$ cat src/design/x86d_pkg.sv
// Package for the 16-bit x86 instruction decoder.
// Holds the phase and kind codes, the decoded record type and the opcode helper functions.
// No dependencies.
package x86d_pkg;

  // opcode patterns of the supported forms
  localparam logic [7:0] MOV_IMM_PREFIX = 8'b10110000;
  localparam logic [7:0] MOV_RM_PREFIX  = 8'b10001000;
  localparam logic [7:0] ADD_RM_MASK    = 8'b11111100;
  localparam logic [7:0] ADD_IMM_PREFIX = 8'b10000000;
  localparam logic [7:0] ADD_ACC_PREFIX = 8'b00000100;
  localparam logic [7:0] MOD_MASK       = 8'b11000000;
  localparam logic [7:0] REG_MASK       = 8'b00111000;

  // byte collection phase
  typedef enum logic [2:0] {
    PH_OPCODE = 3'd0,
    PH_MODRM  = 3'd1,
    PH_DISP   = 3'd2,
    PH_IMM    = 3'd3,
    PH_SKIP   = 3'd4
  } phase_t;

  // instruction kind as reported in the record
  typedef enum logic [2:0] {
    KIND_MOV_RM   = 3'd0,
    KIND_MOV_IMM  = 3'd1,
    KIND_ADD_RM   = 3'd2,
    KIND_ADD_IMM  = 3'd3,
    KIND_ADD_ACC  = 3'd4,
    KIND_UNKNOWN  = 3'd5
  } kind_t;

  // one decoded instruction
  typedef struct packed {
    kind_t       op_kind;
    logic        wide;
    logic        dir_or_sign;
    logic [1:0]  mode;
    logic [2:0]  reg_field;
    logic [2:0]  rm_field;
    logic [15:0] displacement;
    logic [15:0] immediate;
    logic [2:0]  length;
  } rec_t;

  // classify an opcode by exact prefix
  function automatic kind_t kind_of(input logic [7:0] op);
    kind_t k;
    if ((op & 8'hFC) == MOV_RM_PREFIX) begin
      k = KIND_MOV_RM;
    end else if ((op & 8'hF0) == MOV_IMM_PREFIX) begin
      k = KIND_MOV_IMM;
    end else if ((op & ADD_RM_MASK) == 8'h00) begin
      k = KIND_ADD_RM;
    end else if ((op & 8'hFC) == ADD_IMM_PREFIX) begin
      k = KIND_ADD_IMM;
    end else if ((op & 8'hFE) == ADD_ACC_PREFIX) begin
      k = KIND_ADD_ACC;
    end else begin
      k = KIND_UNKNOWN;
    end
    return k;
  endfunction

  // displacement bytes that follow a mod-reg-rm byte
  function automatic logic [1:0] disp_count(input logic [7:0] modrm);
    logic [1:0] md;
    logic [1:0] n;
    md = modrm[7:6];
    case (md)
      2'd1:    n = 2'd1;
      2'd2:    n = 2'd2;
      2'd0:    n = (modrm[2:0] == 3'd6) ? 2'd2 : 2'd0;
      default: n = 2'd0;
    endcase
    return n;
  endfunction

  // immediate bytes of an opcode
  function automatic logic [1:0] imm_count(input logic [7:0] op);
    logic [1:0] n;
    case (kind_of(op))
      KIND_MOV_IMM: n = op[3] ? 2'd2 : 2'd1;
      KIND_ADD_IMM: n = (op[1:0] == 2'd1) ? 2'd2 : 2'd1;
      KIND_ADD_ACC: n = op[0] ? 2'd2 : 2'd1;
      default:      n = 2'd0;
    endcase
    return n;
  endfunction

endpackage

$ cat src/design/x86d_seq.sv
// Byte collection state and record formation of the x86 decoder.
// Updates the held instruction bytes on each accepted transaction and forms the record.
// Depends on x86d_pkg.
module x86d_seq (
  input  logic              clk,
  input  logic              rst_n,
  input  logic              take,
  input  logic [7:0]        code_byte,
  input  logic              end_of_code,
  output logic              rec_emit,
  output x86d_pkg::rec_t    rec
);

  x86d_pkg::phase_t phase_r, phase_upd, phase_nxt;
  logic [7:0]  op_r, op_upd, op_nxt;
  logic [7:0]  modrm_r, modrm_upd, modrm_nxt;
  logic [1:0]  dleft_r, dleft_upd, dleft_nxt;
  logic [1:0]  ileft_r, ileft_upd, ileft_nxt;
  logic [15:0] disp_r, disp_upd, disp_nxt;
  logic [15:0] imm_r, imm_upd, imm_nxt;
  logic        emit;
  logic [1:0]  dc_b;
  logic [1:0]  ic_op;
  x86d_pkg::kind_t kind_b;

  assign dc_b   = x86d_pkg::disp_count(code_byte);
  assign ic_op  = x86d_pkg::imm_count(op_r);
  assign kind_b = x86d_pkg::kind_of(code_byte);

  // next state for one byte
  always_comb begin
    phase_upd = phase_r;
    op_upd    = op_r;
    modrm_upd = modrm_r;
    dleft_upd = dleft_r;
    ileft_upd = ileft_r;
    disp_upd  = disp_r;
    imm_upd   = imm_r;
    emit      = 1'b0;
    case (phase_r)
      x86d_pkg::PH_MODRM: begin
        modrm_upd = code_byte;
        if (dc_b != 2'd0) begin
          dleft_upd = dc_b;
          phase_upd = x86d_pkg::PH_DISP;
        end else if (ic_op != 2'd0) begin
          ileft_upd = ic_op;
          phase_upd = x86d_pkg::PH_IMM;
        end else begin
          emit      = 1'b1;
          phase_upd = x86d_pkg::PH_OPCODE;
        end
      end
      x86d_pkg::PH_DISP: begin
        if (dleft_r == x86d_pkg::disp_count(modrm_r)) begin
          disp_upd = {8'h00, code_byte};
        end else begin
          disp_upd = {code_byte, disp_r[7:0]};
        end
        dleft_upd = dleft_r - 2'd1;
        if (dleft_upd == 2'd0) begin
          if (ic_op != 2'd0) begin
            ileft_upd = ic_op;
            phase_upd = x86d_pkg::PH_IMM;
          end else begin
            emit      = 1'b1;
            phase_upd = x86d_pkg::PH_OPCODE;
          end
        end
      end
      x86d_pkg::PH_IMM: begin
        if (ileft_r == ic_op) begin
          imm_upd = {8'h00, code_byte};
        end else begin
          imm_upd = {code_byte, imm_r[7:0]};
        end
        ileft_upd = ileft_r - 2'd1;
        if (ileft_upd == 2'd0) begin
          emit      = 1'b1;
          phase_upd = x86d_pkg::PH_OPCODE;
        end
      end
      x86d_pkg::PH_SKIP: begin
        emit      = 1'b1;
        phase_upd = x86d_pkg::PH_OPCODE;
      end
      default: begin
        // awaiting opcode, also the unused phase codes
        op_upd    = code_byte;
        modrm_upd = 8'h00;
        disp_upd  = 16'h0000;
        imm_upd   = 16'h0000;
        dleft_upd = 2'd0;
        ileft_upd = 2'd0;
        case (kind_b)
          x86d_pkg::KIND_MOV_RM, x86d_pkg::KIND_ADD_RM, x86d_pkg::KIND_ADD_IMM: begin
            phase_upd = x86d_pkg::PH_MODRM;
          end
          x86d_pkg::KIND_MOV_IMM, x86d_pkg::KIND_ADD_ACC: begin
            ileft_upd = x86d_pkg::imm_count(code_byte);
            phase_upd = x86d_pkg::PH_IMM;
          end
          default: begin
            phase_upd = x86d_pkg::PH_SKIP;
          end
        endcase
      end
    endcase
  end

  // end flag drops any partial instruction after this byte
  always_comb begin
    if (end_of_code) begin
      phase_nxt = x86d_pkg::PH_OPCODE;
      op_nxt    = 8'h00;
      modrm_nxt = 8'h00;
      dleft_nxt = 2'd0;
      ileft_nxt = 2'd0;
      disp_nxt  = 16'h0000;
      imm_nxt   = 16'h0000;
    end else begin
      phase_nxt = phase_upd;
      op_nxt    = op_upd;
      modrm_nxt = modrm_upd;
      dleft_nxt = dleft_upd;
      ileft_nxt = ileft_upd;
      disp_nxt  = disp_upd;
      imm_nxt   = imm_upd;
    end
  end

  // record formed from the updated held bytes
  always_comb begin
    x86d_pkg::kind_t k;
    k   = x86d_pkg::kind_of(op_upd);
    rec = '0;
    rec.op_kind = k;
    case (k)
      x86d_pkg::KIND_MOV_RM, x86d_pkg::KIND_ADD_RM, x86d_pkg::KIND_ADD_IMM: begin
        rec.wide         = op_upd[0];
        rec.dir_or_sign  = op_upd[1];
        rec.mode         = modrm_upd[7:6];
        rec.reg_field    = modrm_upd[5:3];
        rec.rm_field     = modrm_upd[2:0];
        rec.displacement = disp_upd;
        rec.immediate    = imm_upd;
        rec.length       = 3'd2 + {1'b0, x86d_pkg::disp_count(modrm_upd)}
                         + {1'b0, x86d_pkg::imm_count(op_upd)};
      end
      x86d_pkg::KIND_MOV_IMM: begin
        rec.wide         = op_upd[3];
        rec.mode         = 2'd3;
        rec.reg_field    = op_upd[2:0];
        rec.displacement = disp_upd;
        rec.immediate    = imm_upd;
        rec.length       = 3'd1 + {1'b0, x86d_pkg::imm_count(op_upd)};
      end
      x86d_pkg::KIND_ADD_ACC: begin
        rec.wide         = op_upd[0];
        rec.mode         = 2'd3;
        rec.displacement = disp_upd;
        rec.immediate    = imm_upd;
        rec.length       = 3'd1 + {1'b0, x86d_pkg::imm_count(op_upd)};
      end
      default: begin
        rec.length = 3'd2;
      end
    endcase
  end

  assign rec_emit = take & emit;

  // state registers
  always_ff @(posedge clk) begin
    if (!rst_n) begin
      phase_r <= x86d_pkg::PH_OPCODE;
      op_r    <= 8'h00;
      modrm_r <= 8'h00;
      dleft_r <= 2'd0;
      ileft_r <= 2'd0;
      disp_r  <= 16'h0000;
      imm_r   <= 16'h0000;
    end else if (take) begin
      phase_r <= phase_nxt;
      op_r    <= op_nxt;
      modrm_r <= modrm_nxt;
      dleft_r <= dleft_nxt;
      ileft_r <= ileft_nxt;
      disp_r  <= disp_nxt;
      imm_r   <= imm_nxt;
    end
  end

  // end flag always returns to awaiting an opcode
  a_end_resets: assert property (@(posedge clk) disable iff (!rst_n)
    take && end_of_code |=> phase_r == x86d_pkg::PH_OPCODE && op_r == 8'h00)
    else $error("end flag did not clear the decoder state");

  // the unknown second byte always completes an instruction
  a_skip_emits: assert property (@(posedge clk) disable iff (!rst_n)
    take && phase_r == x86d_pkg::PH_SKIP |-> rec_emit && rec.length == 3'd2)
    else $error("unknown instruction did not complete on its second byte");

  // a counted phase never sits with its counter at zero
  a_count_live: assert property (@(posedge clk) disable iff (!rst_n)
    (phase_r == x86d_pkg::PH_DISP |-> dleft_r != 2'd0) and
    (phase_r == x86d_pkg::PH_IMM  |-> ileft_r != 2'd0))
    else $error("byte counter is zero in a counted phase");

endmodule

$ cat src/design/x86d_out_reg.sv
// Result holding register of the x86 decoder.
// Keeps one decoded record until the consumer takes it; loads while it drains.
// Depends on x86d_pkg.
module x86d_out_reg (
  input  logic            clk,
  input  logic            rst_n,
  input  logic            load,
  input  x86d_pkg::rec_t  rec_in,
  input  logic            out_ready,
  output logic            out_valid,
  output logic            free,
  output x86d_pkg::rec_t  rec_out
);

  logic           valid_r, valid_nxt;
  x86d_pkg::rec_t rec_r;

  assign free = !valid_r || out_ready;

  // valid follows loads and drains
  always_comb begin
    if (load) begin
      valid_nxt = 1'b1;
    end else if (out_ready) begin
      valid_nxt = 1'b0;
    end else begin
      valid_nxt = valid_r;
    end
  end

  always_ff @(posedge clk) begin
    if (!rst_n) begin
      valid_r <= 1'b0;
    end else begin
      valid_r <= valid_nxt;
    end
  end

  // payload, no reset
  always_ff @(posedge clk) begin
    if (load) begin
      rec_r <= rec_in;
    end
  end

  assign out_valid = valid_r;
  assign rec_out   = rec_r;

endmodule

$ cat src/design/x86_16bit_instruction_decoder_unit.sv
// Top level of the 16-bit x86 instruction decoder.
// Instantiates x86d_seq (byte collection) and x86d_out_reg (result register); uses x86d_pkg.
//
// Takes one code byte per transaction and emits one decoded record per finished
// instruction (mov r/m, mov imm to reg, add r/m, add imm, add imm to accumulator,
// or unknown taking two bytes). The field update of the collection state is done in
// the cycle the byte is taken, and a finished record is loaded into the result
// register at that same edge, so a record appears in the cycle after the last byte
// of its instruction is taken. A byte is taken whenever the result register
// is empty or being drained; only a record that waits for the consumer stalls input.
// A byte with end_of_code set is decoded as usual, then any partial instruction is
// dropped. Multi-byte displacements and immediates are little-endian; 8-bit ones are
// zero-extended.
module x86_16bit_instruction_decoder_unit (
  input  logic        clk,
  input  logic        rst_n,
  input  logic        in_valid,
  output logic        in_ready,
  input  logic [7:0]  in_code_byte,
  input  logic        in_end_of_code,
  output logic        out_valid,
  input  logic        out_ready,
  output logic [2:0]  out_op_kind,
  output logic        out_wide,
  output logic        out_dir_or_sign,
  output logic [1:0]  out_mode,
  output logic [2:0]  out_reg_field,
  output logic [2:0]  out_rm_field,
  output logic [15:0] out_displacement,
  output logic [15:0] out_immediate,
  output logic [2:0]  out_length
);

  logic           take;
  logic           rec_emit;
  logic           free;
  x86d_pkg::rec_t rec;
  x86d_pkg::rec_t rec_q;

  assign in_ready = free;
  assign take     = in_valid && free;

  // byte collection and record formation
  x86d_seq u_seq (
    .clk         (clk),
    .rst_n       (rst_n),
    .take        (take),
    .code_byte   (in_code_byte),
    .end_of_code (in_end_of_code),
    .rec_emit    (rec_emit),
    .rec         (rec)
  );

  // result register
  x86d_out_reg u_out (
    .clk       (clk),
    .rst_n     (rst_n),
    .load      (rec_emit),
    .rec_in    (rec),
    .out_ready (out_ready),
    .out_valid (out_valid),
    .free      (free),
    .rec_out   (rec_q)
  );

  assign out_op_kind      = rec_q.op_kind;
  assign out_wide         = rec_q.wide;
  assign out_dir_or_sign  = rec_q.dir_or_sign;
  assign out_mode         = rec_q.mode;
  assign out_reg_field    = rec_q.reg_field;
  assign out_rm_field     = rec_q.rm_field;
  assign out_displacement = rec_q.displacement;
  assign out_immediate    = rec_q.immediate;
  assign out_length       = rec_q.length;

  // a waiting record blocks input so it cannot be overwritten
  a_stall_blocks: assert property (@(posedge clk) disable iff (!rst_n)
    out_valid && !out_ready |-> !in_ready)
    else $error("input taken while a record waits");

  // a record leaves with a legal length
  a_len_range: assert property (@(posedge clk) disable iff (!rst_n)
    out_valid |-> out_length >= 3'd1 && out_length <= 3'd6)
    else $error("record length out of range");

  // an unknown record carries nothing but kind and length
  a_unknown_clean: assert property (@(posedge clk) disable iff (!rst_n)
    out_valid && out_op_kind == x86d_pkg::KIND_UNKNOWN |->
      out_length == 3'd2 && out_displacement == 16'h0000 && out_immediate == 16'h0000)
    else $error("unknown record has stray fields");

endmodule

$ cat config.mk
export PLATFORM = sky130hd
export DESIGN_NAME = x86_16bit_instruction_decoder_unit
export DESIGN_NICKNAME = d
export VERILOG_FILES = /design/src/design/x86d_pkg.sv /design/src/design/x86d_seq.sv /design/src/design/x86d_out_reg.sv /design/src/design/x86_16bit_instruction_decoder_unit.sv
export SDC_FILE = /design/constraint.sdc
export NUM_CORES = 1
export LEC_CHECK = 0
export ABC_AREA = 1
export BUFFER_PORTS_ARGS = -buffer_cell sky130_fd_sc_hd__buf_2
export CAP_MARGIN = 20
export CORE_MARGIN = 2
export CORE_UTILIZATION = 45
export CTS_CLUSTER_SIZE = 24
export DETAILED_ROUTE_END_ITERATION = 10
export HOLD_SLACK_MARGIN = 0.15
export PLACE_DENSITY = 0.67
export SLEW_MARGIN = 40
export SYNTH_ARGS = -nofsm -noshare
export SYNTH_HDL_FRONTEND = slang
export SYNTH_SLANG_ARGS = --single-unit
$ cat constraint.sdc
create_clock -name clk -period 2.73 [get_ports clk]
set_input_delay 0.273 -clock clk [delete_from_list [all_inputs] [get_ports clk]]
set_output_delay 0.273 -clock clk [all_outputs]
set_load 0.02 [all_outputs]
* Word level (Yosys, flattened, before mapping)
Index checks and enable logic that the tools add are counted.
** Cells by class
- Add/subtract/negate cells :: 6
- Eq/ne operators :: 59
- Muxes and demuxes :: 82
- Bitwise logic cells :: 1
- Reduce and logical (&&, ||, !) cells :: 30
** Operator list (count)
- $mux 16 :: 4
- $pmux 16 s2 :: 2
- $mux 3 :: 21
- $pmux 2 s3 :: 9
- $mux 2 :: 25
- $eq 6x6->1 const B :: 6
- $eq 3x2->1 const B :: 11
- $eq 3x3->1 const B :: 11
- $eq 3x1->1 const B :: 8
- $logic_not 8->1 :: 3
- $mux 8 :: 3
- $eq 7x2->1 const B :: 3
- $pmux 8 s2 :: 1
- $reduce_or 3->1 :: 5
- $eq 2x1->1 const B :: 6
- $eq 4x4->1 const B :: 3
- $pmux 3 s2 :: 2
- $pmux 3 s4 :: 1
- $logic_not 2->1 :: 5
- $mux 1 :: 9
- $ne 3x2->1 const B :: 3
- $pmux 3 s3 :: 1
- $pmux 2 s4 :: 1
- $reduce_or 4->1 :: 2
- other kinds (22) :: 33
** Word-level totals
- Bits in registers :: 104
- Input port bits :: 13
- Output and inout bits :: 50
- Logic and storage cells :: 195

* Depth between registers and ports, before layout
Gate-level depths: netlist (run 1).
- Depth in word-level cells :: 17
- Gate-level depth with buffers :: 22
- Mapped depth without buffers :: 21

* Hierarchy
A second synthesis (run 1) with hierarchy kept.
** Second synthesis, totals
- Cell total of the unflattened synthesis :: 721
- Area, all modules :: 5592.9 um^2
** Modules (own cells, without submodules)
- x86d_seq :: instances 1, cells each 665, area an instance 4097.7 um^2, seq. area each 1101.1 um^2
- x86d_out_reg :: instances 1, cells each 54, area an instance 1487.7 um^2, seq. area each 1461.4 um^2
- x86_16bit_instruction_decoder_unit :: instances 1, cells each 2, area an instance 7.5 um^2, seq. area each 0.0 um^2

* Least setup slack after synthesis (run 1)
Ideal clock, no wire load.
- Path type :: flip-flop to flip-flop
- From :: register u_seq.phase_r[2]
- To :: register u_out.rec_r (netlist bit u_out.rec_out[2]), data pin
- Library setup time :: 0.252 ns
- Arrival :: 2.367 ns
- Data required time :: 2.478 ns
- Slack :: 0.111 ns
- Stages on the path, launching flop included :: 21
- Buffers on the path :: 1
- Clock period less this slack :: 2.619 ns
- Cell sequence :: dfxtp_1 > nor2_4 > nand2_2 > nand2_2 > nor2_4 > buf_6 > nand2_1 > nand2_2 > nand2_1 > nor2_2 > nand2_1 > nand2_1 > inv_1 > o21ai_1 > inv_1 > ha_1 > inv_1 > ha_1 > xnor2_1 > nand2_1 > nand2_1
** RTL lines
- start, declared :: RTL line x86d_seq.sv:14 : x86d_pkg::phase_t phase_r, phase_upd, phase_nxt;
- start signal, assigned :: RTL line x86d_seq.sv:176 : phase_r <= x86d_pkg::PH_OPCODE;
- start signal, assigned :: RTL line x86d_seq.sv:184 : phase_r <= phase_nxt;
- end signal, assigned :: RTL line x86d_out_reg.sv:42 : rec_r <= rec_in;
- end, declared :: RTL line x86d_out_reg.sv:16 : x86d_pkg::rec_t rec_r;

==> results of run 1 <==
[placed cells by master, fill, tap and decap left out, types with 11 or more instances in the layout]
cell type  synthesis  layout
edfxtp_1          48      48
dfxtp_1           56      53
nand3_1           46      45
buf_2              2      62
nor2_1            39      37
inv_1             80      77
inv_2             10      11
a21oi_1           64      64
and2_1            11      11
buf_4              1      43
o21ai_0           35      34
nand2_1          245     240
[sequential cells by signal, indices dropped and copies added (netlist names)]
| register | count |
|---|---|
| u_seq.modrm_r | 8 |
| u_seq.ileft_r | 2 |
| u_seq.imm_r | 16 |
| u_seq.op_r | 8 |
| u_seq.phase_r | 3 |
| u_seq.disp_r | 16 |
| u_out.rec_out | 48 |
| u_out.out_valid | 1 |
| u_seq.dleft_r | 2 |
[stage by stage]
stage	area, um2	total power [mW]	hold WS (ns)
detailed placement	6050	2.20	0.456
floorplan	5370	2.02	0.411
finish	6550	3.53	0.219
CTS	6370	3.50	0.219
global placement	6040	2.19	0.451
global route	6550	3.66	0.248
[power groups by stage]
stage          logic (mW)  registers [mW]  clock network (mW)
4_1_cts             0.517            1.66                1.33
3_5_place_dp        0.506            1.69                   0
3_3_place_gp        0.497            1.69                   0
2_1_floorplan       0.317            1.70                   0
5_1_grt             0.632            1.66                1.37
6_report            0.578            1.66                1.30
[worst max-delay path, delay by kind of cell, from the launching register on]
family | cells | cell delay [ns]
AND/OR/NAND/NOR | 10 | 0.89
adder cells (fa/ha/maj) | 2 | 0.53
buffers and inverters | 6 | 0.45
AO/OA/AOI/OAI | 2 | 0.21
flip-flops | 1 | 0.34
[worst max-delay path by stage]
| stage | slack, ns | from | endpoint |
|---|---|---|---|
| 3_5_place_dp | -0.03 | u_seq.phase_r[1]$_SDFFE_PN0P_ | u_out.rec_out[2]$_DFFE_PP_ |
| 5_1_grt | -0.11 | u_seq.phase_r[1]$_SDFFE_PN0P_ | u_out.rec_out[1]$_DFFE_PP_ |
| 3_3_place_gp | 0.05 | u_seq.phase_r[1]$_SDFFE_PN0P_ | u_out.rec_out[2]$_DFFE_PP_ |
| 2_1_floorplan | 0.11 | u_seq.phase_r[2]$_SDFFE_PN0P_ | u_out.rec_out[2]$_DFFE_PP_ |
| 4_1_cts | 0.009 | u_seq.phase_r[0]$_SDFFE_PN0P_ | u_out.rec_out[1]$_DFFE_PP_ |
| 6_report | 0.05 | u_seq.phase_r[0]$_SDFFE_PN0P_ | u_out.rec_out[1]$_DFFE_PP_ |
[per-layer routing]
layer  track usage, %  up-vias  share of wire, %
met4             9.84        0               2.2
li1                 -     2523                 -
met2             35.4      166                47
met5                0        -                 0
met3             2.57       27               5.6
met1             29.4     2313                46
[what timing repair did]
action	in CTS	in global routing
gates cloned	0	1
pin swaps	1	17
endpoints found under the setup margin	2	5
buffers inserted	3	8
gates resized for setup	2	29
[final cells by class]
type / count / area (um2)
Fill cell: 1111 / 4970
Sequential cell: 104 / 2570
Multi-Input combinational cell: 502 / 2440
Timing Repair Buffer: 110 / 716
Inverter: 91 / 347
Clock buffer: 9 / 225
Tap cell: 143 / 179
Clock inverter: 7 / 68.8
[logic make-up after synthesis]
family                     share of synthesized area [%]
xor gates and xnor gates                           0.326
DFF                                                 47.7
buffers and inverters                               8.79
AOI/OAI and AO/OA                                   11.5
and+or+nand+nor                                     30.3
adders and majority gates                           1.40
==> metrics.md, run 1 <==
| Metric | Value |
|---|---|
| Floorplan row count | 39 |
| Cell-by-cell listing of the critical path | inv_4 > nor2_4 > nand2_2 > nand2_4 > nor2_4 > buf_6 > o21ai_4 > inv_2 > nand2_2 > nor2_2 > nand2_1 > nand2_1 > inv_1 > o21ai_2 > inv_1 > ha_1 > inv_1 > ha_1 > nand2_1 > nand3_1 |
| Cell type contributing the most total cell area after synthesis | edfxtp_1 |
| Post-route antenna net violation count | 0 |
| Hold EP | u_out.out_valid$_SDFFE_PN0P_ |
| Largest net degree at the start of global routing | 55 |
| Layout cells sized above 1 | 21.5% |
| Height of the die | 113 um |
| Measured slew at the worst slew-check pin | 0.581 ns |
| Worst VDD drop | 0.313 mV |
| Number of hold violations in the final report | 0 |
| Sort of element at the start of the critical path | flip-flop |
| Global placer's final weighted congestion | 0.906 |
| Max-capacitance violation count | 0 |
| Top-count cell post-synth | nand2_1 |
| Count of state elements after synthesis | 104 |
| CTS tree | yes |
| Combinational share of power | 16.4% |
| Setup repair after global routing missed its margin | yes |
| Slew Limit Headroom | 61.3% |
| Share of power burned in the clock network | 36.7% |
| Portion of total power attributed to sequential cells | 46.9% |
| Post-detailed-placement half-perimeter wirelength | 9810 um |
| Share of flip-flops with an asynchronous set or reset after synthesis | 0% |
| Required time of the worst setup path | 2.82 ns |
| Start of the worst register-to-register path | u_seq.phase_r[0]$_SDFFE_PN0P_ |
| Leakage | 2.72 nW |
| Critical-path cell with the highest stage delay | dfxtp_2 |
| Post-Syn Nets | 740 |
| Worst hold path cell count | 4 |
| Fmax | 373 MHz |
| Hold-fix buffer count after cts | 0 |
| Post-synth top cells | 245 x nand2_1, 80 x inv_1, 64 x a21oi_1 |
| Mean post-synth cell area | 7.44 um2 |
| Top-area cell type share of the netlist area | 26.9% |
| Starting utilization of the core area | 46.6% |
| Minimum clock period | 2.68 ns |
| Initial detailed-routing violation count | 363 |
| Antenna cells | 0 |
| Clock-pin slew on the worst setup and hold paths | 0.07 ns |
| Number of antenna violations at the first check in global routing | 0 |
| Wire length of the first global-routing pass | 22400 um |
| Worst-case clock buffer depth | 2 |
| Placeable core region | 0.0115 mm2 |
| Largest cells by area after synthesis | edfxtp_1 27%, dfxtp_1 21%, nand2_1 17% |
| Total number of H-tree levels | 3 |
| Endpoint of the lowest-slack register-to-register path | u_out.rec_out[1]$_DFFE_PP_ |
| Path category of the worst min-delay check | in2reg |
| Cell internal pwr | 2.56 mW |
| Number of max-slew violations in the final report | 0 |
| Final critical-path setup slack | 0.0481 ns |
| Origin of the worst min-delay path | out_ready |
| Average routed wire per standard cell | 14.4 um |
| Via count of the first global-routing pass | 4764 |
| PD cells | 540 mW/mm2 |
| Clock latency of the later-clocked register in the worst-skew pair | 0.35 ns |
| Port Buffer Count | 62 |
| I/O pin count | 63 |
| Category of the worst setup path capture point | flip-flop |
| Core occupancy in the finished layout | 56.9% |
| Number of DRC violations after detailed routing | 4 |
| Full die area | 0.0128 mm2 |
| Total of warnings raised by yosys | 0 |
| Clock Sink Count | 104 |
| Violations in the final reports | DRC |
| Result of the run | finished with violations |
| Avg Vias per Cell | 5.21 |
| Final worst clock skew | 0.00699 ns |
| Power spent charging and discharging nets | 976 uW |
| Final clock period utilization by the worst path | 98.2% |
| Final Non-Filler Cells | 966 |
| Number of endpoints failing setup at the final stage | 0 |
| Worst Reg-to-Reg Cells | 20 |
| Length of the first detailed-routing pass in iterations | 7 |
| Fin Setup TNS | 0 ns |
| Dominant synthesized flop cell | dfxtp_1 |
| Horizontal die dimension | 113 um |
| Worst setup path class | reg2reg |
| Final nets | 837 |
| Sequential-to-total area share from yosys stat | 47.7% |
| Reg2Reg Setup Slack | 0.05 ns |
| Aggregate global routing overflow | 0 |
| Cells after synthesis | 721 |
| TritonCTS Buffers | 9 |
| Post-Syn Area | 0.00537 mm2 |
| Post-place setup slack | -0.0278 ns |
| Number of flops mapped to enable cells by yosys | 48 |
| Total routed wirelength | 13900 um |
| Clock tree root driver cell | clkbuf_16 |
| Overall Global Routing Usage | 21.8% |
| Area growth, synth to finish | 22.0% |
| Placed cell count | 938 |
| Post-synth cell types | 35 |
| Endpoint arrival time on the critical path | 2.78 ns |
| Switching part of the total power | 27.6% |
| Routed vias | 5029 |
| Max stage delay on crit path | 0.34 ns |
| Critical Path Fanout Max | 5 |
(Power assumes the default switching activity.)
==> run 2, diff against run 1 <==
Settings changed: CORE_ASPECT_RATIO set to 0.9.
==> metrics.md, run 2 (synthesis gave the netlist of run 1 again) <==
| Metric | Value |
|---|---|
| Result of the run | finished, final reports clean |
| Sort of element at the start of the critical path | flip-flop |
| Port Buffer Count | 62 |
| Placeable core region | 0.0115 mm2 |
| Power spent charging and discharging nets | 960 uW |
| Number of DRC violations after detailed routing | 0 |
| PD cells | 530 mW/mm2 |
| Fmax | 367 MHz |
| Clock latency of the later-clocked register in the worst-skew pair | 0.36 ns |
| Endpoint arrival time on the critical path | 2.82 ns |
| Measured slew at the worst slew-check pin | 0.580 ns |
| Number of endpoints failing setup at the final stage | 0 |
| Max stage delay on crit path | 0.39 ns |
| CTS tree | yes |
| Slew Limit Headroom | 61.3% |
| Cell-by-cell listing of the critical path | inv_4 > nand3_4 > inv_4 > nor2_4 > nand2_4 > buf_12 > o21ai_4 > nand2_1 > nor2_2 > nand2_1 > nand2_1 > inv_1 > o21ai_2 > inv_1 > ha_1 > inv_1 > ha_1 > nand2_1 > nand3_2 |
| Total number of H-tree levels | 3 |
| Hold-fix buffer count after cts | 0 |
| Worst setup path class | reg2reg |
| Final critical-path setup slack | 0.00790 ns |
| Number of max-slew violations in the final report | 0 |
| Leakage | 2.67 nW |
| Final clock period utilization by the worst path | 99.7% |
| Max-capacitance violation count | 0 |
| Routed vias | 5009 |
| Setup repair after global routing missed its margin | yes |
| Number of antenna violations at the first check in global routing | 0 |
| Overall Global Routing Usage | 22.5% |
| Cell class contributing the biggest share of worst-path delay | simple AND/OR/NAND/NOR gates |
| Clock-pin slew on the worst setup and hold paths | 0.07 ns |
| Number of hold violations in the final report | 0 |
| Fin Setup TNS | 0 ns |
| Total routed wirelength | 13800 um |
| Avg Vias per Cell | 5.13 |
| Worst VDD drop | 0.310 mV |
| Minimum clock period | 2.72 ns |
| Total power consumption of the routed design | 3.45 mW |
| Portion of total power attributed to sequential cells | 48.1% |
| Switching part of the total power | 27.9% |
| Height of the die | 108 um |
| Layout cells sized above 1 | 20.7% |
| I/O pin count | 63 |
| Category of the worst setup path capture point | flip-flop |
| Cell internal pwr | 2.48 mW |
| Starting utilization of the core area | 46.6% |
| Commonest cells after routing, fill and taps aside | 242 x nand2_1, 78 x inv_1, 64 x a21oi_1, 62 x buf_2, 53 x dfxtp_1 |
| Share of power burned in the clock network | 35.5% |
| TritonCTS Buffers | 9 |
| Horizontal die dimension | 119 um |
| Global placer's final weighted congestion | 0.893 |
| Clock tree root driver cell | clkbuf_16 |
| Required time of the worst setup path | 2.83 ns |
| Final worst clock skew | 0.00840 ns |
| Path category of the worst min-delay check | in2reg |
| Worst-case clock buffer depth | 2 |
| Floorplan row count | 37 |
| Final nets | 835 |
| Wire length of the first global-routing pass | 22700 um |
| Average routed wire per standard cell | 14.1 um |
| Buffers and inverters on the worst path | 6 |
| Most common cell after layout, fill and taps aside | nand2_1 |
| CP most frequent cell | nand2_1 |
| Combinational share of power | 16.4% |
| Clock Sink Count | 104 |
| Critical Path Fanout Max | 7 |
| Via count of the first global-routing pass | 4623 |
| Largest net degree at the start of global routing | 55 |
| Fin Hold WS | 0.216 ns |
| Post-detailed-placement half-perimeter wirelength | 9490 um |
| Critical-path cell with the highest stage delay | dfxtp_4 |
| Initial detailed-routing violation count | 538 |
| Post-route antenna net violation count | 0 |
| Post-place setup slack | -0.0369 ns |
| Aggregate global routing overflow | 0 |
| Area growth, synth to finish | 21.2% |
| Full die area | 0.0128 mm2 |
| Antenna cells | 0 |
| Max FFs per register | 48 |
| Length of the first detailed-routing pass in iterations | 5 |
run 2: cell types whose count changed in the layout (fill, tap and decap cells not counted), sizes merged:
| cell | change |
|---|---|
| clkinvlp | +2 |
| buf | -1 |
| nand2 | -1 |
| clkbuf | +3 |
| clkinv | -2 |
| bufinv | -1 |
| inv | -2 |
run 2: area by class of cell:
cell class              instances  area (um2)
repair buffers                109         708
flip-flops and latches        104        2570
inverters                      91         352
well taps                     156         195
multi-input cells             501        2400
clock inverters                 4        31.3
fillers                      1087        5020
clock buffers                  12         246
run 2: metal layers:
metal	part of all wire (%)	track usage [%]
met3	6.9	3.50
met1	47	32.0
met4	1.5	8.25
met5	0	0
met2	45	34.9
run 2: metrics by stage:
| stage | cells | instance area (um2) | utilization (%) |
|---|---|---|---|
| after detailed placement | 949 | 6040 | 52.4 |
| after CTS | 966 | 6350 | 55.1 |
| final | 977 | 6510 | 56.4 |
| after floorplan | 721 | 5370 | - |
| after global routing | 977 | 6510 | 56.4 |
| after global placement | 949 | 6030 | 52.3 |
run 2: worst register-to-register path, cell delays in order (launching register included):
cell     delay, ns
dfxtp_4       0.39
inv_4         0.05
nand3_4       0.09
inv_4         0.05
nor2_4        0.13
nand2_4       0.10
buf_12        0.14
o21ai_4       0.17
nand2_1       0.08
nor2_2        0.14
nand2_1       0.08
nand2_1       0.06
inv_1         0.04
o21ai_2       0.14
inv_1         0.06
ha_1          0.27
inv_1         0.04
ha_1          0.26
nand2_1       0.09
nand3_2       0.09
run 2: what timing repair did:
item | 4_1_cts | 5_1_grt
resized for setup | 6 | 18
endpoints found under the setup margin | 2 | 2
buffers inserted | 1 | 11
pin swaps | 1 | 18
run 2: path summary, 6_finish.rpt:
path | cells after the start | from | slack, ns | to
max | 19 | u_seq.phase_r[1]$_SDFFE_PN0P_ | 0.008 | u_out.rec_out[1]$_DFFE_PP_
min | 4 | out_ready | 0.22 | u_out.out_valid$_SDFFE_PN0P_
max reg2reg | 19 | u_seq.phase_r[1]$_SDFFE_PN0P_ | 0.008 | u_out.rec_out[1]$_DFFE_PP_
min reg2reg | 2 | u_seq.disp_r[12]$_SDFFE_PN0P_ | 0.47 | u_seq.disp_r[12]$_SDFFE_PN0P_
run 2: power by group through the flow:
stage                     registers, mW  logic, mW  clock network, mW
after CTS                          1.66      0.511               1.24
after global placement             1.69      0.491                  0
after global routing               1.66      0.617               1.30
after floorplan                    1.70      0.317                  0
final                              1.66      0.563               1.22
after detailed placement           1.69      0.498                  0
==> run 3, diff against run 2 <==
Settings changed: CELL_PAD_IN_SITES_DETAIL_PLACEMENT set to 0, CELL_PAD_IN_SITES_GLOBAL_PLACEMENT set to 1, CORE_UTILIZATION 45 to 39, PLACE_DENSITY 0.67 to unset, PLACE_DENSITY_LB_ADDON set to 0.1.
==> metrics.md, run 3 (synthesis gave the netlist of run 1 again) <==
| Metric | Value |
|---|---|
| Capture point of the critical path | u_out.rec_out[1]$_DFFE_PP_ |
| Largest net degree at the start of global routing | 49 |
| Cell class contributing the biggest share of worst-path delay | simple AND/OR/NAND/NOR gates |
| Switching part of the total power | 28.4% |
| Max FFs per register | 48 |
| Category of the worst setup path capture point | flip-flop |
| Routed metal-1 wirelength | 7640 um |
| Wire length of the first global-routing pass | 23400 um |
| Worst Reg-to-Reg Cells | 18 |
| Overall Global Routing Usage | 20.6% |
| Share of power burned in the clock network | 38.0% |
| Worst VDD drop | 0.317 mV |
| Fin Hold WS | 0.200 ns |
| Endpoint of the lowest-slack register-to-register path | u_out.rec_out[1]$_DFFE_PP_ |
| Placeable core region | 0.0134 mm2 |
| CTS tree | yes |
| Sort of element at the start of the critical path | flip-flop |
| Power spent charging and discharging nets | 1.04 mW |
| Antenna cells | 0 |
| Clock-pin slew on the worst setup and hold paths | 0.08 ns |
| Clock latency of the later-clocked register in the worst-skew pair | 0.36 ns |
| Post-route cell area | 0.00672 mm2 |
| I/O pin count | 63 |
| Most common cell after layout, fill and taps aside | nand2_1 |
| Aggregate global routing overflow | 0 |
| Number of endpoints failing setup at the final stage | 0 |
| Cell-by-cell listing of the critical path | inv_2 > nand3_4 > nand2_2 > nor2_4 > buf_6 > o21ai_4 > buf_4 > nor3_4 > nand2_1 > nand2_1 > inv_2 > o21ai_4 > inv_2 > ha_4 > inv_2 > ha_4 > nand2_1 > nand3_1 |
| Critical-path cell with the highest stage delay | dfxtp_4 |
| Worst-case clock buffer depth | 2 |
| Avg Vias per Cell | 4.98 |
| Number of hold violations in the final report | 0 |
| Minimum clock period | 2.71 ns |
| Full die area | 0.0147 mm2 |
| Height of the die | 115 um |
| Path category of the worst min-delay check | in2reg |
| Fmax | 369 MHz |
| Post-route antenna net violation count | 0 |
| Slew Limit Headroom | 61.4% |
| Placed inst area | 0.00618 mm2 |
| Number of antenna violations at the first check in global routing | 0 |
| Uppermost metal layer occupied by signal nets | met4 |
| Max-capacitance violation count | 0 |
| Area growth, synth to finish | 25.2% |
| Final nets | 851 |
| Final worst clock skew | 0.0114 ns |
| Horizontal die dimension | 128 um |
| Hold-fix buffer count after cts | 0 |
| Setup repair after global routing missed its margin | yes |
| Max stage delay on crit path | 0.39 ns |
| Number of max-slew violations in the final report | 0 |
| Met2 wire length | 6850 um |
| PD cells | 543 mW/mm2 |
| Number of DRC violations after detailed routing | 0 |
| Total routed wirelength | 15300 um |
| Post-detailed-placement half-perimeter wirelength | 10800 um |
| Portion of total power attributed to sequential cells | 45.4% |
| Buffers and inverters on the worst path | 6 |
| CP most frequent cell | inv_2 |
| Required time of the worst setup path | 2.84 ns |
| Routed vias | 5009 |
| Combinational share of power | 16.6% |
| Result of the run | finished, final reports clean |
| Worst setup path class | reg2reg |
| TritonCTS Buffers | 9 |
| Floorplan row count | 40 |
| Initial detailed-routing violation count | 349 |
| Starting utilization of the core area | 40.0% |
| Cell internal pwr | 2.61 mW |
| Commonest cells after routing, fill and taps aside | 244 x nand2_1, 75 x inv_1, 64 x a21oi_1, 62 x buf_2, 55 x buf_4 |
| Cell depth of the worst setup path | 18 |
| Layout cells sized above 1 | 22.7% |
| Reg2Reg Setup Slack | 0.02 ns |
| Via count of the first global-routing pass | 4550 |
| Met3 wire length | 604 um |
| Critical Path Fanout Max | 7 |
| Leakage | 2.78 nW |
| Endpoint arrival time on the critical path | 2.82 ns |
| Clock tree root driver cell | clkbuf_16 |
| CP startpoint | u_seq.phase_r[2]$_SDFFE_PN0P_ |
| Measured slew at the worst slew-check pin | 0.578 ns |
| Length of the first detailed-routing pass in iterations | 7 |
| Total number of H-tree levels | 3 |
| Average routed wire per standard cell | 15.2 um |
| Clock Sink Count | 104 |
| Final clock period utilization by the worst path | 99.2% |
| Global placer's final weighted congestion | 0.902 |
| Core occupancy in the finished layout | 50.1% |
| Start of the worst register-to-register path | u_seq.phase_r[2]$_SDFFE_PN0P_ |
| Port Buffer Count | 62 |
-- run 3: how the worst min path moves through the flow --
stage | start | end | slack [ns] | depth (start not counted)
after global routing | out_ready | u_out.out_valid$_SDFFE_PN0P_ | 0.20 | 4
after CTS | out_ready | u_out.out_valid$_SDFFE_PN0P_ | 0.20 | 4
after detailed placement | u_seq.imm_r[11]$_SDFFE_PN0P_ | u_seq.imm_r[11]$_SDFFE_PN0P_ | 0.46 | 2
after global placement | u_seq.imm_r[11]$_SDFFE_PN0P_ | u_seq.imm_r[11]$_SDFFE_PN0P_ | 0.45 | 2
final | out_ready | u_out.out_valid$_SDFFE_PN0P_ | 0.20 | 4
after floorplan | rst_n | u_seq.dleft_r[1]$_SDFFE_PN0P_ | 0.41 | 2
-- run 3: tightest hold or removal path, delay by kind of cell --
kind	cells	cell delay, ns
buffers and inverters	2	0.10
AND/OR/NAND/NOR	1	0.07
AO/OA/AOI/OAI	1	0.07
-- run 3: what timing repair did --
action | CTS | global route
pin swaps | 0 | 19
resized for setup | 3 | 28
setup buffers | 0 | 13
cloned | 0 | 1
endpoints found under the setup margin | 2 | 2
-- run 3: cell type report --
class,count,area [um2]
clock buffers,10,239
clock inverters,6,76.3
fillers,1365,6690
inverters,91,349
multi-input cells,502,2440
flip-flops and latches,104,2570
well taps,168,210
repair buffers,124,837
-- run 3: power by group through the flow --
stage	Combinational, mW	Sequential (mW)	Clock [mW]
2_1_floorplan	0.317	1.70	0
3_3_place_gp	0.542	1.69	0
3_5_place_dp	0.542	1.69	0
4_1_cts	0.546	1.66	1.41
5_1_grt	0.659	1.66	1.46
6_report	0.606	1.66	1.38
-- run 3: through the flow --
stage | setup WS (ns) | total power, mW | std cells | setup TNS, ns
floorplan | 0.111 | 2.02 | 721 | 0
global placement | 0.0161 | 2.23 | 975 | 0
detailed placement | -0.0905 | 2.23 | 975 | -0.178
CTS | 0.0147 | 3.61 | 991 | 0
global route | -0.0984 | 3.78 | 1005 | -0.177
finish | 0.0229 | 3.65 | 1005 | 0
-- run 3: per-layer routing --
metal / track usage, % / up-vias
met5: 0 / -
met4: 6.30 / 0
met3: 3.77 / 17
met2: 31.6 / 108
met1: 29.7 / 2346
li1: - / 2538
